`config.mk`:
```
export PLATFORM = sky130hd
export DESIGN_NAME = slm_queue
export DESIGN_NICKNAME = d
export VERILOG_FILES = /design/src/design/slm_pkg.sv /design/src/design/slm_queue.sv
export SDC_FILE = /design/constraint.sdc
export NUM_CORES = 1
export LEC_CHECK = 0
export BUFFER_PORTS_ARGS = -buffer_cell sky130_fd_sc_hd__buf_4
export CORE_AREA = 2 2 388 390
export CTS_CLUSTER_DIAMETER = 30
export DETAILED_ROUTE_END_ITERATION = 8
export DIE_AREA = 0 0 390 392
export PLACE_DENSITY = 0.49
export SYNTH_ARGS = -nofsm -noshare
export SYNTH_HDL_FRONTEND = slang
export SYNTH_SLANG_ARGS = --single-unit
export TNS_END_PERCENT = 30
```
`constraint.sdc`:
```
create_clock -name clk -period 23.7 [get_ports clk]
set_clock_uncertainty 0.2 [all_clocks]
set_input_delay 2.37 -clock clk [delete_from_list [all_inputs] [get_ports clk]]
set_output_delay 2.37 -clock clk [all_outputs]
set_load 0.1 [all_outputs]
```
`src/design/slm_pkg.sv`:
```
// Package: widths, payload types and latencies of the skew line midpoint block.
package slm_pkg;

  localparam int POINT_WIDTH = 32;
  localparam int DIR_WIDTH   = 16;

  localparam int PW   = POINT_WIDTH;
  localparam int DW   = DIR_WIDTH;
  localparam int WW   = PW + 1;
  localparam int ABW  = 2 * DW + 2;
  localparam int DEW  = DW + WW + 2;
  localparam int DENW = 2 * ABW + 1;
  localparam int NW   = ABW + DEW + 1;
  localparam int PNW  = DW + NW;
  localparam int QSW  = PNW + 1;
  localparam int MSW  = QSW + 2;
  localparam int DFW  = PW + 1;
  localparam int SQW  = 2 * DFW + 2;
  localparam int RW   = SQW / 2;

  localparam int ESPL = DEW / 2;
  localparam int EHW  = DEW - ESPL;
  localparam int ELW  = ESPL + 1;
  localparam int NSPL = NW / 2;
  localparam int NHW  = NW - NSPL;
  localparam int NLW  = NSPL + 1;

  localparam int DIV_LAT  = PNW + 2;
  localparam int SQ_LAT   = RW + 1;
  localparam int TAIL_N   = 3 + SQ_LAT;
  localparam int BACK_LAT = 4 + DIV_LAT + 1 + TAIL_N;

  typedef struct packed {
    logic signed [PW-1:0] p1_x;
    logic signed [PW-1:0] p1_y;
    logic signed [PW-1:0] p1_z;
    logic signed [DW-1:0] v1_x;
    logic signed [DW-1:0] v1_y;
    logic signed [DW-1:0] v1_z;
    logic signed [PW-1:0] p2_x;
    logic signed [PW-1:0] p2_y;
    logic signed [PW-1:0] p2_z;
    logic signed [DW-1:0] v2_x;
    logic signed [DW-1:0] v2_y;
    logic signed [DW-1:0] v2_z;
  } slm_in_t;

  typedef struct packed {
    logic signed [PW-1:0] mid_x;
    logic signed [PW-1:0] mid_y;
    logic signed [PW-1:0] mid_z;
    logic [PW-1:0]        line_distance;
    logic                 lines_parallel;
    logic                 saturated;
  } slm_out_t;

  typedef struct packed {
    logic signed [ABW-1:0] a;
    logic signed [ABW-1:0] b;
    logic signed [ABW-1:0] c;
    logic signed [DEW-1:0] d;
    logic signed [DEW-1:0] e;
    logic [2:0][DW-1:0]    v1;
    logic [2:0][DW-1:0]    v2;
    logic [2:0][WW-1:0]    ps;
    logic [2:0][WW-1:0]    w;
  } slm_dot_t;

endpackage

```
`src/design/slm_queue.sv`:
```
// Two-entry queue carrying dot products from the front end to the back end.
module slm_queue import slm_pkg::*; (
  input  logic     clk,
  input  logic     rst_n,
  input  logic     push,
  input  slm_dot_t din,
  output logic     room,
  output logic     nonempty,
  input  logic     pop,
  output slm_dot_t dout
);

  slm_dot_t mem_r [2];
  logic wp_r;
  logic rp_r;
  logic [1:0] cnt_r;
  logic [1:0] cnt_nxt;

  assign room     = cnt_r != 2'd2;
  assign nonempty = cnt_r != 2'd0;
  assign dout     = mem_r[rp_r];

  always_comb begin
    cnt_nxt = cnt_r;
    if (push && !pop) begin
      cnt_nxt = cnt_r + 2'd1;
    end else if (pop && !push) begin
      cnt_nxt = cnt_r - 2'd1;
    end
  end

  always_ff @(posedge clk) begin
    if (!rst_n) begin
      wp_r  <= 1'b0;
      rp_r  <= 1'b0;
      cnt_r <= '0;
    end else begin
      if (push) begin
        wp_r <= !wp_r;
      end
      if (pop) begin
        rp_r <= !rp_r;
      end
      cnt_r <= cnt_nxt;
    end
  end

  always_ff @(posedge clk) begin
    if (push) begin
      mem_r[wp_r] <= din;
    end
  end

  a_cnt_bound: assert property (@(posedge clk) disable iff (!rst_n) cnt_r != 2'd3)
    else $error("queue count out of range");
  a_no_overrun: assert property (@(posedge clk) disable iff (!rst_n)
    !(push && !pop && cnt_r == 2'd2))
    else $error("transfer into a full queue");
  a_no_underrun: assert property (@(posedge clk) disable iff (!rst_n)
    !(pop && cnt_r == 2'd0))
    else $error("transfer out of an empty queue");

endmodule

```
Word level (Yosys, flattened, before mapping)
Memory sizes are Yosys's and may differ from the RTL's. A register that Yosys moved wholly into a read port is not among the register bits. Index checks and enable logic that the tools add are counted.

Add/sub/neg operators: 2. Equal/unequal tests: 1. Mux-type cells: 6. Reduce and logical (&&, ||, !) cells: 8.

Operator list (count): $logic_not 1->1 (4); $mux 1 (4); $mux 2 (2); $reduce_bool 2->1 (2); $add 2x1->2 const B (1); $logic_and 1x1->1 (2); $ne 2x2->1 const B (1); $sub 2x1->2 const B (1).

Register bits: 4. Bits in writable memories: 996. Input port bits: 502. Output and inout port bits: 500. Word-level logic and storage cells: 21. Memories: 1.

Memory list: mem_r (words 2, bits a word 498, read ports 1, clocked after Yosys merged registers in 1, wr ports 1, RTL line slm_queue.sv:13) `slm_dot_t mem_r [2];`.

Logic depth before layout (Yosys ltp)
Gate-level depths: netlist of the first run.

Depth in word-level cells: 4. Mapped depth: 5. Depth with buffers taken out: 5.

Worst setup path after synthesis of the first run
No wires, ideal clock.

Kind: input -> register. Start: input port push. End: register wp_r. Library setup time: 161 ps. Arrival: 25228 ps. Required time: 23339 ps. Slack: -1889 ps. Cell stages on the path: 2. Path buffers: 0. Cell sequence: nor2b_1 -> o21a_1.

RTL lines: from (decl) (RTL line slm_queue.sv:5) `input logic push,`; to (signal assigned) (RTL line slm_queue.sv:39) `wp_r <= !wp_r;`; to (decl) (RTL line slm_queue.sv:14) `logic wp_r;`.

==> impl_results.md, run 1 <==
- Status: complete, no violations
- Hpwl dp: just over 70000 um
- Sequential cell area: around 30000 sq um
- Fill count: 14.1k
- Pre-antenna DRT Iters: 5
- Sequential area share after synthesis: 0.829
- Slew HR: 0.270
- Synth top cells by count: edfxtp_1, mux2_2, buf_6, mux2_1, buf_2
- Cells after synthesis: about 1.6k
- EDFF count, synth: between 900 and 1k
- Power per cell area: between 100 and 150 nW/um^2
- First-pass GRT wire length: around 140000 um
- Routed length per placed instance: between 20 and 25 um
- Post-CTS Setup Inserts: 0
- Vias: roughly 20k
- Clock tree from TritonCTS: done
- Clk buf depth: 3
- Max incr delay on CP: between 0.9 and 1 ns
- Worst Hold Class: flop to flop
- Largest cells by area after synthesis: edfxtp_1, mux2_2, buf_6, mux2_1, buf_2
- Die height: 392 um
- Clock Root Buffer: clkbuf_16
- FF+latch count, synth: roughly 1k
- Pin count of the biggest net entering global routing: ~140
- Reg2reg start: wp_r
- Final ANT Viol Nets: 0
- Post-detailed-route DRC marker count: 0
- Layout cells sized above 1: 0.621
- Crit path kind: flop to output pin
- Top-count cell post-synth: edfxtp_1
- Lkg Pwr: roughly 20 nW
- Area Growth Syn to Fin: 47.6%
- CP most frequent cell: buf_4
- Clk sink count: approximately 1.0k
- Hold_buf cts: 0
- Worst EP required: 21.13 ns
- Routed wire length: ~100000 um
- Yosys top cell area share: 0.826
- Unrepaired setup endpoints after global routing: false
- Hold WS: 0.305 ns
- Area leader, netlist: edfxtp_1
- # Max-Cap Violations: 0
- Final non-filler cell total: between 4k and 5k
- Asr flop ratio synth: 0
- GPL Wtd Cong: ~0.8
- Synth warnings: 0
- Fmax: between 100 and 150 MHz
- Fin area: about 53000 sq um
- Tcrit/Tclk final: 0.325
- Total GRT Usage: 0.128
- Global route total overflow: 0
- Reg2Reg Setup Slack: roughly 18 ns
- Slew Viols, Final: 0
- Area post-placement: around 46000 sq um
- Synth unique cells: 18
- Peak supply drop: around 0.075 mV
- Die W: just under 400 um
- Cts bufs inserted: 220
- Vias per cell: about 4.0
- Ys flop type: edfxtp_1
- Row Count: 142
- Initial Utilization: 0.243
- Core area: roughly 150000 sq um
- CP max-delay cell: dfxtp_4
- Worst Path Arrival: 5.13 ns
- Peak fanout along the critical path: 77
- Worst slew pin tran: 1.10 ns
- Worst Hold End: cnt_r[1]
- Final setup vio count: 0
- Hold Fails Final Rpt: 0
- Reg2Reg Depth: 5
- Tot Pwr: roughly 6.2 mW
- Clk slew on worst S/H paths: about 0.040 ns
- Syn_area_per_cell: ~23 sq um
- Critical Path Start Type: flop
- Fin nets: roughly 3.3k
- Post-CTS resize count: 0
- Hold Path Origin: cnt_r[1]
- Latest clock arrival within the worst-skew pair: 0.78 ns
- Reg-to-reg endpoint: mem_r[1][192]
- Setup TNS: 0 ns
- Critical path cell sequence: buf_4 -> buf_4 -> buf_4 -> mux2_2 -> buf_4
- Port bufs: roughly 1k
- Die ar.: 153000 sq um
- DRT iter0 DRCs: about 900
- Critical Path Sink Type: output pin
- Placed insts: 4481
- # H-tree levels: 4
- Hold Path Stages: 2
- Vias in the first global route: approximately 21k
- Synth Cell Area: about 36000 sq um
- Area taken by multi-input logic gates: about 5700 sq um
- Initial antenna violation count: 23
- Syn Nets: 2074
- I/O pin cnt: between 1k and 1.5k
- Minimum clock period: approximately 7.7 ns
report_power, final:
group          switching (mW)  internal, mW
combinational           0.833         0.251
clock                   0.965          2.06
sequential             0.0258          2.06
per-layer routing:
metal / routed length (um) / vias up / track usage
li1: - / 8810 / -
met1: 36300 / 9747 / 0.128
met2: 53200 / 839 / 0.224
met3: 11200 / 186 / 0.0670
met4: 2670 / 24 / 0.0477
met5: 149 / - / 0.000638
per-stage QoR:
| step | utilization | setup WS, ns |
|---|---|---|
| after global placement | 0.308 | 16.07 |
| after CTS | 0.359 | 15.84 |
| after detailed placement | 0.308 | 16.16 |
| after floorplan | - | 7.65 |
| after global routing | 0.359 | 15.62 |
| final | 0.359 | 16.00 |
flip-flops by register name (all words and copies together) (netlist names), named ones only:
signal,count
mem_r,996
wp_r,1
cnt_r,2
rp_r,1
worst max-delay path, delay by kind of cell, from the launching register on:
| kind | cells | cell delay [ns] |
|---|---|---|
| buffers and inverters | 4 | 2.73 |
| DFF | 1 | 0.98 |
| muxes | 1 | 0.43 |
cell type report:
class / count / share of cell area
clock buffer: 255 / 0.106
sequential: 1001 / 0.561
clock inverter: 162 / 0.0355
tap: 1944 / 0.0455
antenna: 7 / 0.000328
timing repair buffer: 1021 / 0.144
inverter: 1 / 0.0000702
multi-input combinational: 514 / 0.107
worst max-delay path by stage:
stage                     start            end  cells past startpoint
after floorplan            push           wp_r                      2
after global placement     push  mem_r[1][421]                      6
after detailed placement   push  mem_r[1][421]                      6
after CTS                  flop      dout[422]                      5
after global routing       flop      dout[428]                      5
final                      flop      dout[420]                      5
logic make-up after synthesis:
group | after synthesis | synth area share
and+or+nand+nor | 9 | 0.00155
adders and majority gates | 1 | 0.000345
DFF | 1001 | 0.829
AOI/OAI and AO/OA | 3 | 0.000553
buffers and inverters | 56 | 0.0134
muxes | 498 | 0.155
xor gates and xnor gates | 3 | 0.000726
cells in the final DEF (no fill, tap or decap), types with 2 or more instances in the layout:
cell / netlist / routed
and2_1: 4 / 3
clkbuf_16: 0 / 222
mux2_2: 466 / 466
dfxtp_1: 5 / 4
buf_4: 0 / 1019
clkinv_2: 0 / 51
bufinv_16: 0 / 33
diode_2: 0 / 7
mux2_1: 32 / 32
clkinv_8: 0 / 3
edfxtp_1: 996 / 996
buf_12: 0 / 2
clkinvlp_4: 0 / 13
clkinv_16: 0 / 8
clkinv_1: 0 / 42
clkbuf_1: 0 / 33
clkinv_4: 0 / 10
xor2_1: 2 / 2
inv_6: 0 / 2
Power figures use the tool's default switching activity.
==> run 2, diff against run 1 <==
Settings changed: CORE_AREA 2 2 388 390 to 2 2 391 393, DIE_AREA 0 0 390 392 to 0 0 393 395, PLACE_DENSITY 0.49 to 0.47.
Clock period 23.7 ns to 7.7 ns, I/O delays scaled along.
==> impl_results.md, run 2 (synthesis results as in run 1) <==
- Status: complete, no violations
- Row Count: 143 (+0.70%)
- # Max-Cap Violations: 0 (unchanged)
- Global route total overflow: 0 (unchanged)
- Cts bufs inserted: 230 (+4.5%)
- Minimum clock period: ~4.2 ns
- Hold Path Origin: pop
- Highest metal layer with signal wires: met5
- Lkg Pwr: 22.2 nW (+12%)
- Port bufs: 1001 (unchanged)
- Power per cell area: 338 nW/um^2 (+190%)
- Vias per cell: 3.90 (-2.3%)
- Peak supply drop: 0.265 mV (+250%)
- Worst setup margin: 3.53 ns (-12.47 ns)
- Die ar.: 155000 sq um (+1.5%)
- Pre-antenna DRT Iters: 5 (unchanged)
- Final setup vio count: 0 (unchanged)
- Setup TNS: 0 ns (unchanged)
- First-pass GRT wire length: 151000 um (+6.2%)
- I/O pin cnt: 1002 (unchanged)
- Post-CTS resize count: 0 (unchanged)
- Clock power share: 0.500 (+0.011)
- Initial antenna violation count: 21 (-8.7%)
- Met2 Wirelength: 53300 um (+0.19%)
- Clk sink count: 1001 (unchanged)
- Reg2Reg Depth: 3 (-2)
- Worst EP required: 6.73 ns (-14.40 ns)
- Comb pwr share: 0.180 (+0.005)
- Tcrit/Tclk final: 0.541
- Hpwl dp: 70700 um (-1.9%)
- Die height: 395 um (+0.77%)
- Worst Hold Class: primary input to flop
- Largest Register: mem_r
- WL met1: 40200 um (+11%)
- Int Pwr: 14.2 mW (+220%)
- Die W: 393 um (+0.77%)
- Final ANT Viol Nets: 0 (unchanged)
- Clk slew on worst S/H paths: 0.04 ns (about the same)
- Hold Path Stages: 3 (+1)
- Slew HR: 0.181 (-0.0889)
- DRT iter0 DRCs: 1049 (+15%)
- Crit path kind: flop to output pin
- Vias in the first global route: 23.3k (+11%)
- Sequential fraction of design power: 0.320 (-0.016)
- Worst slew pin tran: 1.23 ns (+0.133 ns)
- Slew Viols, Final: 0 (unchanged)
- Routed met3 length: 10100 um (-9.9%)
- # H-tree levels: 4 (unchanged)
- Vias: 21.5k (+9.6%)
- Unrepaired setup endpoints after global routing: false
- Fin area: 59200 sq um (+11%)
- Worst Path Arrival: 3.20 ns (-1.93 ns)
- Fin nets: 3769 (+16%)
- Routed wire length: 106000 um (+2.3%)
- Fill count: 14.0k (-1.0%)
- GPL Wtd Cong: 0.847 (+5.9%)
- Clk buf depth: 3 (unchanged)
- Routed length per placed instance: 19.2 um (-8.8%)
- Reg2reg start: wp_r
- Area Growth Syn to Fin: 63.5%
- Tot Pwr: 20.0 mW (+220%)
- Critical Path Start Type: flop
- Post-detailed-route DRC marker count: 0 (unchanged)
- Peak fanout along the critical path: 149 (+94%)
- Clock Root Buffer: clkbuf_16
- Most frequent cells in the layout: buf_4, edfxtp_1, dlygate4sd3_1, mux2_2, clkbuf_16
- Final non-filler cell total: 5504 (+12%)
- P_sw: 5.80 mW (+220%)
- Placed insts: 4565 (+1.9%)
- Area post-placement: 46000 sq um (+0.37%)
- Pre-CTS setup slack: 4.37 ns (-11.79 ns)
- Net Sw Frac: 0.290 (-0.00454)
- Pin count of the biggest net entering global routing: 150 (+4.9%)
- Layout cells sized above 1: 0.535 (-0.0858)
- Initial Utilization: 0.240 (-0.00370)
- Max FFs per register: 996 (unchanged)
- Most common cell after layout, fill and taps aside: buf_4
- Latest clock arrival within the worst-skew pair: 0.75 ns (-0.03 ns)
- Total GRT Usage: 0.132 (+0.00367)
- Top flop regs: mem_r x996, cnt_r x2
- Clock tree from TritonCTS: done
- Reg-to-reg endpoint: mem_r[1][193]
- Fmax: 240 MHz
- Reg2Reg Setup Slack: 4.95 ns (-13.32 ns)
- Hold Fails Final Rpt: 0 (unchanged)
- Core area: 151000 sq um (+1.5%)
- Critical Path Sink Type: output pin
run 2: cell count changes in the layout (fill, tap and decap cells not counted), sizes merged:
cell / before / now
bufinv: 33 / 43
clkinv: 114 / 90
clkinvlp: 13 / 24
buf: 1021 / 1019
clkbuf: 255 / 273
dlygate4sd3: 0 / 499
inv: 3 / 4
run 2: repair_timing:
action | 4_1_cts | 5_1_grt
hold buffers | 499 | 0
setup buffers | 0 | 0
setup endpoints to repair | 0 | 0
hold endpoints to repair | 1000 | 0
run 2: layout make-up:
class | instances | area [sq um] | share of cell area
Clock buffer | 273 | 5960 | 0.101
Antenna cell | 7 | 17.5 | 0.000296
Multi-Input combinational cell | 514 | 5730 | 0.0968
Clock inverter | 160 | 2200 | 0.0371
Timing Repair Buffer | 1518 | 12700 | 0.215
Sequential cell | 1001 | 30000 | 0.507
Inverter | 1 | 3.75 | 0.0000634
Tap cell | 2030 | 2540 | 0.0429
run 2: critical path: stages, from the launching register on:
cell     delay, ns
dfxtp_4       0.75
buf_12        0.48
mux2_2        0.44
buf_4         0.24
run 2: layer usage:
layer | vias to the layer above | GRT usage
li1 | 9812 | -
met1 | 10600 | 0.147
met2 | 855 | 0.225
met3 | 176 | 0.0561
met4 | 10 | 0.0408
met5 | - | 0
run 2: through the flow:
step	utilization	hold WS, ns
final	0.392	0.0979
after global placement	0.305	0.304
after floorplan	-	0.273
after CTS	0.392	0.0152
after detailed placement	0.305	0.316
after global routing	0.392	0.0520
run 2: power by group through the flow:
stage / clock [mW] / combinational [mW] / sequential, mW
floorplan: 0 / 2.56 / 6.53
global placement: 0 / 3.38 / 6.49
detailed placement: 0 / 3.39 / 6.49
CTS: 10.2 / 3.63 / 6.40
global route: 10.5 / 3.71 / 6.42
finish: 10.0 / 3.59 / 6.40
run 2: worst max-delay path by stage:
| stage | cells past startpoint | to | slack [ns] | startpoint |
|---|---|---|---|---|
| after floorplan | 1 | mem_r[0][0] | -1.15 | push |
| after global placement | 3 | dout[411] | 4.41 | flop |
| after detailed placement | 3 | dout[411] | 4.37 | flop |
| after CTS | 3 | dout[411] | 3.48 | flop |
| after global routing | 3 | dout[380] | 3.41 | flop |
| final | 3 | dout[380] | 3.53 | flop |
